## src/hdl/fslcs_pkg.sv

```systemverilog
// fslcs_pkg: shared types and constants for the framed serial light command slave
// used by fslcs_core, fslcs_tx and framed_serial_light_command_slave
`default_nettype none

package fslcs_pkg;

  // frame bytes
  localparam logic [7:0] HDR1  = 8'h10;
  localparam logic [7:0] HDR2  = 8'h18;
  localparam logic [7:0] BCAST = 8'hFF;

  // commands
  localparam logic [2:0] CMD_ON     = 3'd1;
  localparam logic [2:0] CMD_OFF    = 3'd2;
  localparam logic [2:0] CMD_STATUS = 3'd3;
  localparam logic [2:0] CMD_INVERT = 3'd4;

  // configuration register indexes
  localparam logic [1:0] CFG_DEVICE_ADDRESS     = 2'd0;
  localparam logic [1:0] CFG_FRAME_TIMEOUT      = 2'd1;
  localparam logic [1:0] CFG_SAVE_DELAY         = 2'd2;
  localparam logic [1:0] CFG_REPLY_TO_BROADCAST = 2'd3;

  // reset values of the configuration registers
  localparam logic [7:0]  DEVICE_ADDRESS_RST = 8'h06;
  localparam logic [7:0]  FRAME_TIMEOUT_RST  = 8'd50;
  localparam logic [15:0] SAVE_DELAY_RST     = 16'd2000;

  typedef struct packed {
    logic [7:0]  device_address;
    logic [7:0]  frame_timeout_ticks;
    logic [15:0] save_delay_ticks;
    logic        reply_to_broadcast;
  } cfg_t;

  // everything the result side needs for one accepted item
  typedef struct packed {
    logic       reply;
    logic [7:0] address;
    logic [2:0] command;
    logic       light;
    logic       strobe;
    logic       save_value;
  } res_t;

endpackage

`default_nettype wire

```

## src/hdl/framed_serial_light_command_slave.sv

```systemverilog
// framed_serial_light_command_slave: top level with configuration registers
// depends on fslcs_pkg, fslcs_core and fslcs_tx
//
// input channel (in_valid/in_ready): mode 0 carries a received byte in rx_byte,
// mode 1 marks a one millisecond tick. each accepted item gives one result,
// or seven when a completed frame asks for a reply (10 18 addr cmd state 18 10).
// output channel (out_valid/out_ready): one result per transfer, last marks the
// final result of an item. the first result is ready in the cycle after the input
// transfer; a reply then takes seven output transfers. the block takes one item
// per cycle for bytes and ticks while out_ready stays high; a replying frame
// holds off the next item until its last result leaves the single result register.
// the next input is taken in the same cycle as the final result of the previous
// item leaves, so a stalled receiver stalls the input through in_ready.
// configuration (cfg_valid/cfg_ready, cfg_index, cfg_data) is always ready and
// should be written while the block is idle.
// reset: parser idle, light off, no save pending, registers at address 06,
// frame timeout 50 ticks, save delay 2000 ticks, no broadcast replies.
`default_nettype none

module framed_serial_light_command_slave
  import fslcs_pkg::*;
(
  input  wire logic        clk,
  input  wire logic        rst,
  input  wire logic        in_valid,
  output logic             in_ready,
  input  wire logic        mode,
  input  wire logic [7:0]  rx_byte,
  output logic             out_valid,
  input  wire logic        out_ready,
  output logic             tx_valid,
  output logic [7:0]       tx_byte,
  output logic             last,
  output logic             light_on,
  output logic             save_strobe,
  output logic             save_value,
  input  wire logic        cfg_valid,
  output logic             cfg_ready,
  input  wire logic [1:0]  cfg_index,
  input  wire logic [15:0] cfg_data
);

  cfg_t cfg;
  res_t res;
  logic can_load;
  logic fire;

  assign cfg_ready = 1'b1;
  assign in_ready  = can_load;
  assign fire      = in_valid && can_load;

  always_ff @(posedge clk) begin
    if (rst) begin
      cfg.device_address      <= DEVICE_ADDRESS_RST;
      cfg.frame_timeout_ticks <= FRAME_TIMEOUT_RST;
      cfg.save_delay_ticks    <= SAVE_DELAY_RST;
      cfg.reply_to_broadcast  <= 1'b0;
    end else if (cfg_valid) begin
      case (cfg_index)
        CFG_DEVICE_ADDRESS:     cfg.device_address      <= cfg_data[7:0];
        CFG_FRAME_TIMEOUT:      cfg.frame_timeout_ticks <= cfg_data[7:0];
        CFG_SAVE_DELAY:         cfg.save_delay_ticks    <= cfg_data;
        CFG_REPLY_TO_BROADCAST: cfg.reply_to_broadcast  <= cfg_data[0];
        default: begin
        end
      endcase
    end
  end

  fslcs_core u_core (
    .clk     (clk),
    .rst     (rst),
    .cfg     (cfg),
    .fire    (fire),
    .mode    (mode),
    .rx_byte (rx_byte),
    .res     (res)
  );

  fslcs_tx u_tx (
    .clk         (clk),
    .rst         (rst),
    .load        (fire),
    .res_in      (res),
    .can_load    (can_load),
    .out_valid   (out_valid),
    .out_ready   (out_ready),
    .tx_valid    (tx_valid),
    .tx_byte     (tx_byte),
    .last        (last),
    .light_on    (light_on),
    .save_strobe (save_strobe),
    .save_value  (save_value)
  );

endmodule

`default_nettype wire

```

## src/hdl/fslcs_core.sv

```systemverilog
// fslcs_core: frame parser, light state, frame timeout and deferred-save countdown
// depends on fslcs_pkg
`default_nettype none

module fslcs_core
  import fslcs_pkg::*;
(
  input  wire logic       clk,
  input  wire logic       rst,
  input  wire cfg_t       cfg,
  input  wire logic       fire,
  input  wire logic       mode,
  input  wire logic [7:0] rx_byte,
  output res_t            res
);

  localparam logic [2:0] PH_IDLE  = 3'd0;
  localparam logic [2:0] PH_HDR2  = 3'd1;
  localparam logic [2:0] PH_ADDR  = 3'd2;
  localparam logic [2:0] PH_CMD   = 3'd3;
  localparam logic [2:0] PH_TAIL1 = 3'd4;
  localparam logic [2:0] PH_TAIL2 = 3'd5;

  logic [2:0]  parser_phase, parser_phase_next;
  logic [7:0]  frame_timer, frame_timer_next;
  logic [7:0]  held_address, held_address_next;
  logic [2:0]  held_command, held_command_next;
  logic        light_level, light_level_next;
  logic        save_pending, save_pending_next;
  logic [15:0] save_countdown, save_countdown_next;
  logic        pending_value, pending_value_next;

  logic        complete;
  logic        addr_ok;
  logic        changed;
  logic [15:0] cd_dec;

  always_comb begin
    parser_phase_next   = parser_phase;
    frame_timer_next    = frame_timer;
    held_address_next   = held_address;
    held_command_next   = held_command;
    light_level_next    = light_level;
    save_pending_next   = save_pending;
    save_countdown_next = save_countdown;
    pending_value_next  = pending_value;
    complete = 1'b0;
    changed  = 1'b0;
    cd_dec   = (save_countdown != 16'd0) ? save_countdown - 16'd1 : save_countdown;
    addr_ok  = (held_address == cfg.device_address) || (held_address == BCAST);

    res.reply      = 1'b0;
    res.address    = cfg.device_address;
    res.command    = held_command;
    res.light      = light_level;
    res.strobe     = 1'b0;
    res.save_value = 1'b0;

    if (mode) begin
      if (frame_timer != 8'd0) begin
        frame_timer_next = frame_timer - 8'd1;
        if (frame_timer == 8'd1) begin
          parser_phase_next = PH_IDLE;
        end
      end
      if (save_pending) begin
        save_countdown_next = cd_dec;
        if (cd_dec == 16'd0) begin
          save_pending_next = 1'b0;
          res.strobe        = 1'b1;
          res.save_value    = pending_value;
        end
      end
    end else begin
      case (parser_phase)
        PH_IDLE: begin
          if (rx_byte == HDR1) begin
            parser_phase_next = PH_HDR2;
            frame_timer_next  = cfg.frame_timeout_ticks;
          end
        end
        PH_HDR2: begin
          if (rx_byte == HDR2) begin
            parser_phase_next = PH_ADDR;
          end else if (rx_byte == HDR1) begin
            frame_timer_next = cfg.frame_timeout_ticks;
          end else begin
            parser_phase_next = PH_IDLE;
            frame_timer_next  = 8'd0;
          end
        end
        PH_ADDR, PH_CMD, PH_TAIL1: begin
          if (parser_phase == PH_ADDR &&
              (rx_byte == cfg.device_address || rx_byte == BCAST)) begin
            held_address_next = rx_byte;
            parser_phase_next = PH_CMD;
          end else if (parser_phase == PH_CMD && rx_byte >= 8'd1 && rx_byte <= 8'd4) begin
            held_command_next = rx_byte[2:0];
            parser_phase_next = PH_TAIL1;
          end else if (parser_phase == PH_TAIL1 && rx_byte == HDR2) begin
            parser_phase_next = PH_TAIL2;
          end else if (rx_byte == HDR1) begin
            // stray header restarts the frame
            parser_phase_next = PH_HDR2;
            frame_timer_next  = cfg.frame_timeout_ticks;
          end else begin
            parser_phase_next = PH_IDLE;
            frame_timer_next  = 8'd0;
          end
        end
        PH_TAIL2: begin
          parser_phase_next = PH_IDLE;
          frame_timer_next  = 8'd0;
          complete          = (rx_byte == HDR1);
        end
        default: begin
          parser_phase_next = PH_IDLE;
          frame_timer_next  = 8'd0;
        end
      endcase

      if (complete && addr_ok) begin
        case (held_command)
          CMD_ON: begin
            if (!light_level) begin
              light_level_next = 1'b1;
              changed          = 1'b1;
            end
          end
          CMD_OFF: begin
            if (light_level) begin
              light_level_next = 1'b0;
              changed          = 1'b1;
            end
          end
          CMD_INVERT: begin
            light_level_next = ~light_level;
            changed          = 1'b1;
          end
          default: begin
          end
        endcase
        if (changed) begin
          pending_value_next  = light_level_next;
          save_pending_next   = 1'b1;
          save_countdown_next = cfg.save_delay_ticks;
        end
        res.reply = (held_address == cfg.device_address) ||
                    (held_address == BCAST && cfg.reply_to_broadcast);
      end
      res.light = light_level_next;
    end
  end

  always_ff @(posedge clk) begin
    if (rst) begin
      parser_phase   <= PH_IDLE;
      frame_timer    <= 8'd0;
      held_address   <= 8'd0;
      held_command   <= 3'd0;
      light_level    <= 1'b0;
      save_pending   <= 1'b0;
      save_countdown <= 16'd0;
      pending_value  <= 1'b0;
    end else if (fire) begin
      parser_phase   <= parser_phase_next;
      frame_timer    <= frame_timer_next;
      held_address   <= held_address_next;
      held_command   <= held_command_next;
      light_level    <= light_level_next;
      save_pending   <= save_pending_next;
      save_countdown <= save_countdown_next;
      pending_value  <= pending_value_next;
    end
  end

endmodule

`default_nettype wire

```

## src/hdl/fslcs_tx.sv

```systemverilog
// fslcs_tx: result register and reply serializer, one result per transfer
// depends on fslcs_pkg
`default_nettype none

module fslcs_tx
  import fslcs_pkg::*;
(
  input  wire logic       clk,
  input  wire logic       rst,
  input  wire logic       load,
  input  wire res_t       res_in,
  output logic            can_load,
  output logic            out_valid,
  input  wire logic       out_ready,
  output logic            tx_valid,
  output logic [7:0]      tx_byte,
  output logic            last,
  output logic            light_on,
  output logic            save_strobe,
  output logic            save_value
);

  localparam logic [2:0] POS_HDR1A = 3'd0;
  localparam logic [2:0] POS_HDR2A = 3'd1;
  localparam logic [2:0] POS_ADDR  = 3'd2;
  localparam logic [2:0] POS_CMD   = 3'd3;
  localparam logic [2:0] POS_STATE = 3'd4;
  localparam logic [2:0] POS_HDR2B = 3'd5;
  localparam logic [2:0] POS_LAST  = 3'd6;

  logic       busy;
  logic [2:0] pos;
  res_t       held;

  always_comb begin
    last = !held.reply || (pos == POS_LAST);
    case (pos)
      POS_HDR1A: tx_byte = HDR1;
      POS_HDR2A: tx_byte = HDR2;
      POS_ADDR:  tx_byte = held.address;
      POS_CMD:   tx_byte = {5'd0, held.command};
      POS_STATE: tx_byte = {7'd0, held.light};
      POS_HDR2B: tx_byte = HDR2;
      POS_LAST:  tx_byte = HDR1;
      default:   tx_byte = 8'd0;
    endcase
    if (!held.reply) begin
      tx_byte = 8'd0;
    end
  end

  assign out_valid   = busy;
  assign tx_valid    = held.reply;
  assign light_on    = held.light;
  assign save_strobe = held.strobe;
  assign save_value  = held.save_value;
  // a new item may enter while the final result of the previous one leaves
  assign can_load    = !busy || (out_ready && last);

  always_ff @(posedge clk) begin
    if (rst) begin
      busy <= 1'b0;
      pos  <= POS_HDR1A;
    end else if (load) begin
      busy <= 1'b1;
      pos  <= POS_HDR1A;
    end else if (busy && out_ready) begin
      if (last) begin
        busy <= 1'b0;
      end else begin
        pos <= pos + 3'd1;
      end
    end
  end

  always_ff @(posedge clk) begin
    if (load) begin
      held <= res_in;
    end
  end

endmodule

`default_nettype wire

```

## config.mk

```make
export PLATFORM = sky130hd
export DESIGN_NAME = framed_serial_light_command_slave
export DESIGN_NICKNAME = d
export VERILOG_FILES = /design/src/hdl/fslcs_pkg.sv /design/src/hdl/framed_serial_light_command_slave.sv /design/src/hdl/fslcs_core.sv /design/src/hdl/fslcs_tx.sv
export SDC_FILE = /design/constraint.sdc
export NUM_CORES = 1
export LEC_CHECK = 0
export BUFFER_PORTS_ARGS = -buffer_cell sky130_fd_sc_hd__buf_2
export CELL_PAD_IN_SITES_DETAIL_PLACEMENT = 0
export CELL_PAD_IN_SITES_GLOBAL_PLACEMENT = 1
export CORE_MARGIN = 3
export CORE_UTILIZATION = 49
export DETAILED_ROUTE_END_ITERATION = 8
export PLACE_DENSITY_LB_ADDON = 0.08
export SKIP_CTS_REPAIR_TIMING = 1
export SLEW_MARGIN = 20
export SYNTH_ARGS = -nofsm -noshare
export SYNTH_HDL_FRONTEND = slang
export SYNTH_HIERARCHICAL = 1
export SYNTH_SLANG_ARGS = --single-unit
```

## constraint.sdc

```tcl
create_clock -name clk -period 9.15 [get_ports clk]
set_clock_uncertainty 0.15 [all_clocks]
set_input_delay 1.83 -clock clk [delete_from_list [all_inputs] [get_ports clk]]
set_output_delay 1.83 -clock clk [all_outputs]
set_load 0.02 [all_outputs]
```

* Word level (Yosys, flattened, before mapping)
Cells that the tools add are included.
Word-level totals: register bits 93, output and inout port bits 16, logic and storage cells 155
Operators by class: $add $sub $neg 3, order comparisons 2, equality and inequality tests 33, mux-type cells 46, bitwise gates (word level) 5, reductions and logical operators 46
Operators by type and width (number):
- 16-bit 2-to-1 mux | 5
- 8-bit 2-to-1 mux | 9
- 8-bit one-hot mux with 5 select lines | 1
- 3-bit 2-to-1 mux | 9
- 8-bit one-hot mux with 3 select lines | 1
- 3-bit equality test (second input constant) | 6
- 1-bit 2-to-1 mux | 17
- 8-bit by 5-bit equality test with 1-bit output (second input constant) | 2
- 8-bit equality test | 2
- 8-bit equality test (second input constant) | 2
- 16-bit zero test | 1
- 16-bit nonzero test | 1
- 16-bit by 1-bit subtractor with 16-bit output (second input constant) | 1
- 3-bit by 2-bit equality test with 1-bit output (second input constant) | 5
- 2-bit AND reduction | 7
- 3-bit inequality test (second input constant) | 4
- 4-bit AND reduction | 3
- 5-bit AND reduction | 2
- 3-bit by 1-bit equality test with 1-bit output (second input constant) | 3
- 1-bit logical AND | 9
- 3-bit one-hot mux with 3 select lines | 1
- 8-bit by 1-bit equality test with 1-bit output (second input constant) | 1
- 8-bit by 1-bit >= comparator with 1-bit output (second input constant) | 1
- 8-bit by 3-bit less-or-equal comparator with 1-bit output (second input constant) | 1
- other kinds (20) | 41

* Logic depth before layout (Yosys ltp)
depth in word-level cells 9, gate-level depth with buffers 12

* By module
Netlist, hierarchy kept.
Modules (own cells, without submodules):
- fslcs_core | instances 1, cells each 406, area an instance 3140.5 um^2
- framed_serial_light_command_slave | instances 1, cells each 141, area an instance 1412.6 um^2
- fslcs_tx | instances 1, cells each 61, area an instance 819.5 um^2

* Worst setup path before layout
No wires, ideal clock.
kind input -> register, start input port out_ready, end register u_core.frame_timer[3], arrival 4.088 ns, data required time 8.930 ns, path slack 4.842 ns, cell stages on the path 9, cell sequence nand2_1 > nand2_1 > and2_1 > clkbuf_1 > o21ai_0 > a31oi_1 > nand3_1 > or4_1 > a21oi_1
On the way: word-level cells in the longest chain between the ends 4
RTL lines:
- from (decl) | RTL line framed_serial_light_command_slave.sv:30 | input wire logic out_ready,
- 1-bit logical AND | RTL line fslcs_tx.sv:58 | assign can_load = !busy || (out_ready && last);
- 1-bit logical OR | RTL line fslcs_tx.sv:58
- named net in_ready | RTL line framed_serial_light_command_slave.sv:26 | output logic in_ready,
- 1-bit logical AND | RTL line framed_serial_light_command_slave.sv:50 | assign fire = in_valid && can_load;
- named net fire | RTL line framed_serial_light_command_slave.sv:46 | logic fire;
- 7-bit AND reduction (no line)
- to (signal assigned) | RTL line fslcs_core.sv:167 | frame_timer <= frame_timer_next;
- to (decl) | RTL line fslcs_core.sv:25 | logic [7:0] frame_timer, frame_timer_next;
The timed path passes the listed nets, and every way through them passes these cells. A chain may end at the register's enable or synchronous reset.

* Final worst setup path
start input port rx_byte[3], end register u_core.save_countdown[1]
On the way: word-level cells in the longest chain between the ends 6
RTL lines:
- from (decl) | RTL line framed_serial_light_command_slave.sv:28 | input wire logic [7:0] rx_byte,
- 8-bit by 5-bit equality test with 1-bit output | RTL line fslcs_core.sv:114 | complete = (rx_byte == HDR1);
- 1-bit 2-to-1 mux | RTL line fslcs_core.sv:75 | case (parser_phase)
- 1-bit 2-to-1 mux | RTL line fslcs_core.sv:59 | if (mode) begin
- 1-bit logical AND | RTL line fslcs_core.sv:122 | if (complete && addr_ok) begin
- 2-bit nonzero test (no line)
- 4-bit AND reduction (no line)
- to (signal assigned) | RTL line fslcs_core.sv:172 | save_countdown <= save_countdown_next;
- to (decl) | RTL line fslcs_core.sv:30 | logic [15:0] save_countdown, save_countdown_next;
No other way between the ends. The select of a mux whose other input is x is not followed.

==> impl_summary.log <==
[metrics] combined global-route utilization of all metal layers: 21.68%
[metrics] floorplan die height: 110.7 um
[metrics] Final nets: around 660
[metrics] Slew Limit Headroom: 33.57%
[metrics] Period minus WS final: roughly 4.2 ns
[metrics] achievable clock frequency: 0.2365 GHz
[metrics] detailed-router iteration count before antenna repair: 6
[metrics] # setup viols final: 0
[metrics] CTS tree: yes
[metrics] result of the run: complete, no violations
[metrics] smallest setup slack after layout: around 4.9 ns
[metrics] cell repeated most along the worst path: sky130_fd_sc_hd__nor4_1
[metrics] final global-route overflow total: 0
[metrics] buffer depth of the longest clock path: 2
[metrics] Post-Syn Nets: 648
[metrics] maximum number of pins on one net before global-route repair: 99
[metrics] Slew Limit Fails: 0
[metrics] most used flip-flop cell after synthesis: sky130_fd_sc_hd__dfxtp_1
[metrics] stage delay of the slowest cell on the critical path: 0.77 ns
[metrics] leading post-synthesis cells by cell area: sky130_fd_sc_hd__dfxtp_1 29%, sky130_fd_sc_hd__mux2i_1 8.9%, sky130_fd_sc_hd__edfxtp_1 8.4%
[metrics] minimum setup slack among reg-to-reg paths: roughly 6.0 ns
[metrics] die extent in x: 110.7 um
[metrics] WHS: 0.3140 ns
[metrics] count of port buffers added during placement: 46
[metrics] total DRC errors in the routed layout: 0
[metrics] buffer type at the clock tree root: sky130_fd_sc_hd__clkbuf_8
[metrics] worst path arrival time: roughly 4.3 ns
[metrics] Filler cells: 956
[metrics] CTS Buf Count: 9
[metrics] clock latency of the later-clocked register in the worst-skew pair: ~0.36 ns
[metrics] layout cells sized above 1: 14.10%
[metrics] top-level I/O count: 48
[metrics] max-cap violations: 0
[metrics] register clock-pin slew on the reported worst setup and hold paths: 0.09 ns
[metrics] critical register-to-register path startpoint: u_core/save_countdown[0]
[metrics] via density per instance: 6.100
[metrics] total of warnings raised by yosys: 6
[metrics] synth unique cells: 84
[metrics] ratio of total power to cell area: 142.0 nW/um2
[metrics] largest voltage drop on the vdd net: between 80 and 90 uV
[metrics] master of the slowest instance on the critical path: sky130_fd_sc_hd__nand4b_1
[metrics] sum of negative setup slack: 0 ns
[metrics] layout-stage area growth over the synthesis result: 6.684%
[metrics] share of flip-flops with an asynchronous set or reset: 0%
[metrics] die outline area: ~12000 um2
[metrics] H-tree depth: 3
[metrics] class of the worst hold path: reg2reg
[metrics] portion of synthesized cell area occupied by the leading cell type: 29.06%
[metrics] leakage power of the design: 2.238 nW
[metrics] synthesized area per cell: 8.837 um2
[metrics] unrepaired setup endpoints after global routing: no
[metrics] pin slew with the least headroom to its limit: about 0.99 ns
[metrics] average routed wire per standard cell: around 18 um
[metrics] cell-by-cell listing of the critical path: buf_2, nor4_1, nand2_1, nor4_1, nand4b_1, a221oi_1, a211oi_1
[metrics] number of antenna diodes: 0
[metrics] critical path buffer and inverter count: 1
[metrics] initial antenna violation count: 0
[metrics] pre-CTS setup slack: 4.635 ns
[metrics] Clock Sink Count: 93
[metrics] Vias: 4636
[metrics] Worst Min Path Start: u_core/pending_value
[metrics] Core Box Area: 10510 um2
[metrics] drt total wl: 13.42 mm
[metrics] critical path fanouts, max: 17
[metrics] row count: 37
[metrics] synthesized instance count: 608
[metrics] Global Route met1 Usage: 32.39%
[metrics] EDFF count, synth: 15
[metrics] area of the multi-input gates: 3047 um2
[metrics] placed wire-length estimate: about 9.4 mm
[metrics] kind of cell adding the most delay to the critical path: simple AND/OR/NAND/NOR gates
[metrics] number of routed nets with antenna violations: 0
[metrics] global-route wire length before repair: 21.84 mm
[metrics] worst setup path category: in2reg
[metrics] via count of the first global-routing pass: 4215
[metrics] Iter 0 DRT Violations: approximately 430
[metrics] share of the cycle needed by the critical path after routing: 46.21%
[metrics] routability congestion estimate from global placement: 0.8815
[metrics] top cell type by total area after synthesis: sky130_fd_sc_hd__dfxtp_1
[metrics] effective utilization at floorplan: between 50% and 60%
[metrics] GR met3 Demand/Resource: between 3 and 4%
[metrics] met2 capacity usage during global routing: 31.67%
[metrics] Worst Setup SP: rx_byte[3]
[metrics] post-synthesis sequential area ratio: a little under two fifths
[metrics] Critical Path Start Type: input pin
[metrics] Sequential Area: 2012 um2
[metrics] number of hold violations in the final report: 0
[metrics] synthesized cell area: about 5400 um2
[metrics] Critical Path RT: ~9.2 ns
[metrics] overall power: between 0.8 and 0.9 mW
[metrics] busiest layer in global routing: met1
[metrics] flops & latches, synth: 93
[metrics] Critical Path End Type: flip-flop
==> through the flow <==
step | cells | instance area, um2 | utilization, %
after floorplan | 608 | 5373 | -
after global placement | 744 | 5523 | 52.55
after detailed placement | 744 | 5523 | 52.55
after CTS | 760 | 5732 | 54.54
after global routing | 760 | 5732 | 54.54
final | 760 | 5732 | 54.54
==> per-layer routing <==
metal  vias to the layer above  part of all wire [%]
li1                       2247                     -
met1                      2205                    49
met2                       173                    43
met3                        11                   6.8
met4                         0                   1.3
met5                         -                     0
==> cell usage after synthesis (all sizes together), types with 3 or more instances <==
master / instances
dfxtp: 78
nor2: 66
mux2i: 48
nand2b: 38
nand2: 37
a21oi: 36
clkbuf: 27
buf: 21
nand3: 16
edfxtp: 15
nor3: 15
o21ai: 15
nor4: 13
inv: 12
o32ai: 12
a22oi: 11
nand4: 11
xnor2: 10
xor2: 10
ha: 8
nor2b: 7
or3: 7
or4: 7
a211oi: 6
and3: 6
a31oi: 5
nand3b: 4
or3b: 4
a21boi: 3
mux2: 3
nand4b: 3
o31a: 3
o31ai: 3
or4b: 3
==> final timing paths <==
path | to | cells past startpoint
worst min register to register | u_core/pending_value | 2
worst max register to register | u_tx/save_value | 8
worst max-delay path | u_core/save_countdown[1] | 7
worst min-delay path | u_core/pending_value | 2
==> worst min-delay path, stage by stage, from the launching register on <==
cell,delay [ns]
sky130_fd_sc_hd__dfxtp_1,0.32
sky130_fd_sc_hd__nand2_1,0.05
sky130_fd_sc_hd__a21oi_1,0.06
==> final cells by class <==
| type | instances | share of cell area (%) |
|---|---|---|
| clock inverters | 6 | 1.048 |
| well taps | 136 | 2.969 |
| inverters | 13 | 0.8513 |
| clock buffers | 10 | 2.598 |
| repair buffers | 48 | 4.279 |
| flip-flops and latches | 93 | 35.10 |
| multi-input cells | 454 | 53.15 |
==> where the power goes <==
part	leakage (nW)	switching (mW)	internal, mW	total, mW
registers	0.778	0.0114	0.427	0.439
clock network	0.103	0.144	0.141	0.285
logic	1.36	0.0555	0.0348	0.0903
total	2.24	0.211	0.603	0.814
==> cell usage in the layout (no fill, tap or decap), drive strengths merged, types with 6 or more instances in the layout <==
master,Yosys,layout
a211oi,6,6
a21oi,36,36
a22oi,11,11
and3,6,6
buf,21,48
clkbuf,27,10
dfxtp,78,78
edfxtp,15,15
ha,8,8
inv,12,12
mux2i,48,48
nand2,37,37
nand2b,38,38
nand3,16,16
nand4,11,11
nor2,66,66
nor2b,7,7
nor3,15,15
nor4,13,13
o21ai,15,15
o32ai,12,12
or3,7,7
or4,7,7
xnor2,10,10
xor2,10,10
==> sequential cells by signal (all words and copies together), names as in the netlist <==
| signal | flops |
|---|---|
| u_core/save_pending | 1 |
| u_tx/tx_valid | 1 |
| u_core/parser_phase | 3 |
| u_tx/out_valid | 1 |
| cfg | 33 |
| u_core/light_level | 1 |
| u_tx/save_strobe | 1 |
| u_tx/light_on | 1 |
| u_core/held_command | 3 |
| u_tx/save_value | 1 |
| u_core/save_countdown | 16 |
| u_core/pending_value | 1 |
| u_core/held_address | 8 |
| u_tx/pos | 3 |
| u_core/frame_timer | 8 |
| u_tx/held | 11 |
==> logic make-up (layout without fill, tap and decap cells) <==
| group | Yosys count | in the layout | share of synthesized area, % |
|---|---|---|---|
| buf+inv | 61 | 77 | 5.845 |
| simple gates | 248 | 248 | 25.41 |
| other cells | 1 | 1 | 0.06980 |
| mux | 51 | 51 | 9.571 |
| xor+xnor | 20 | 20 | 3.260 |
| compound gates | 125 | 125 | 16.35 |
| flops | 93 | 93 | 37.45 |
| fa+ha+maj | 9 | 9 | 2.049 |
No activity file was read; power rests on OpenSTA's default activity.
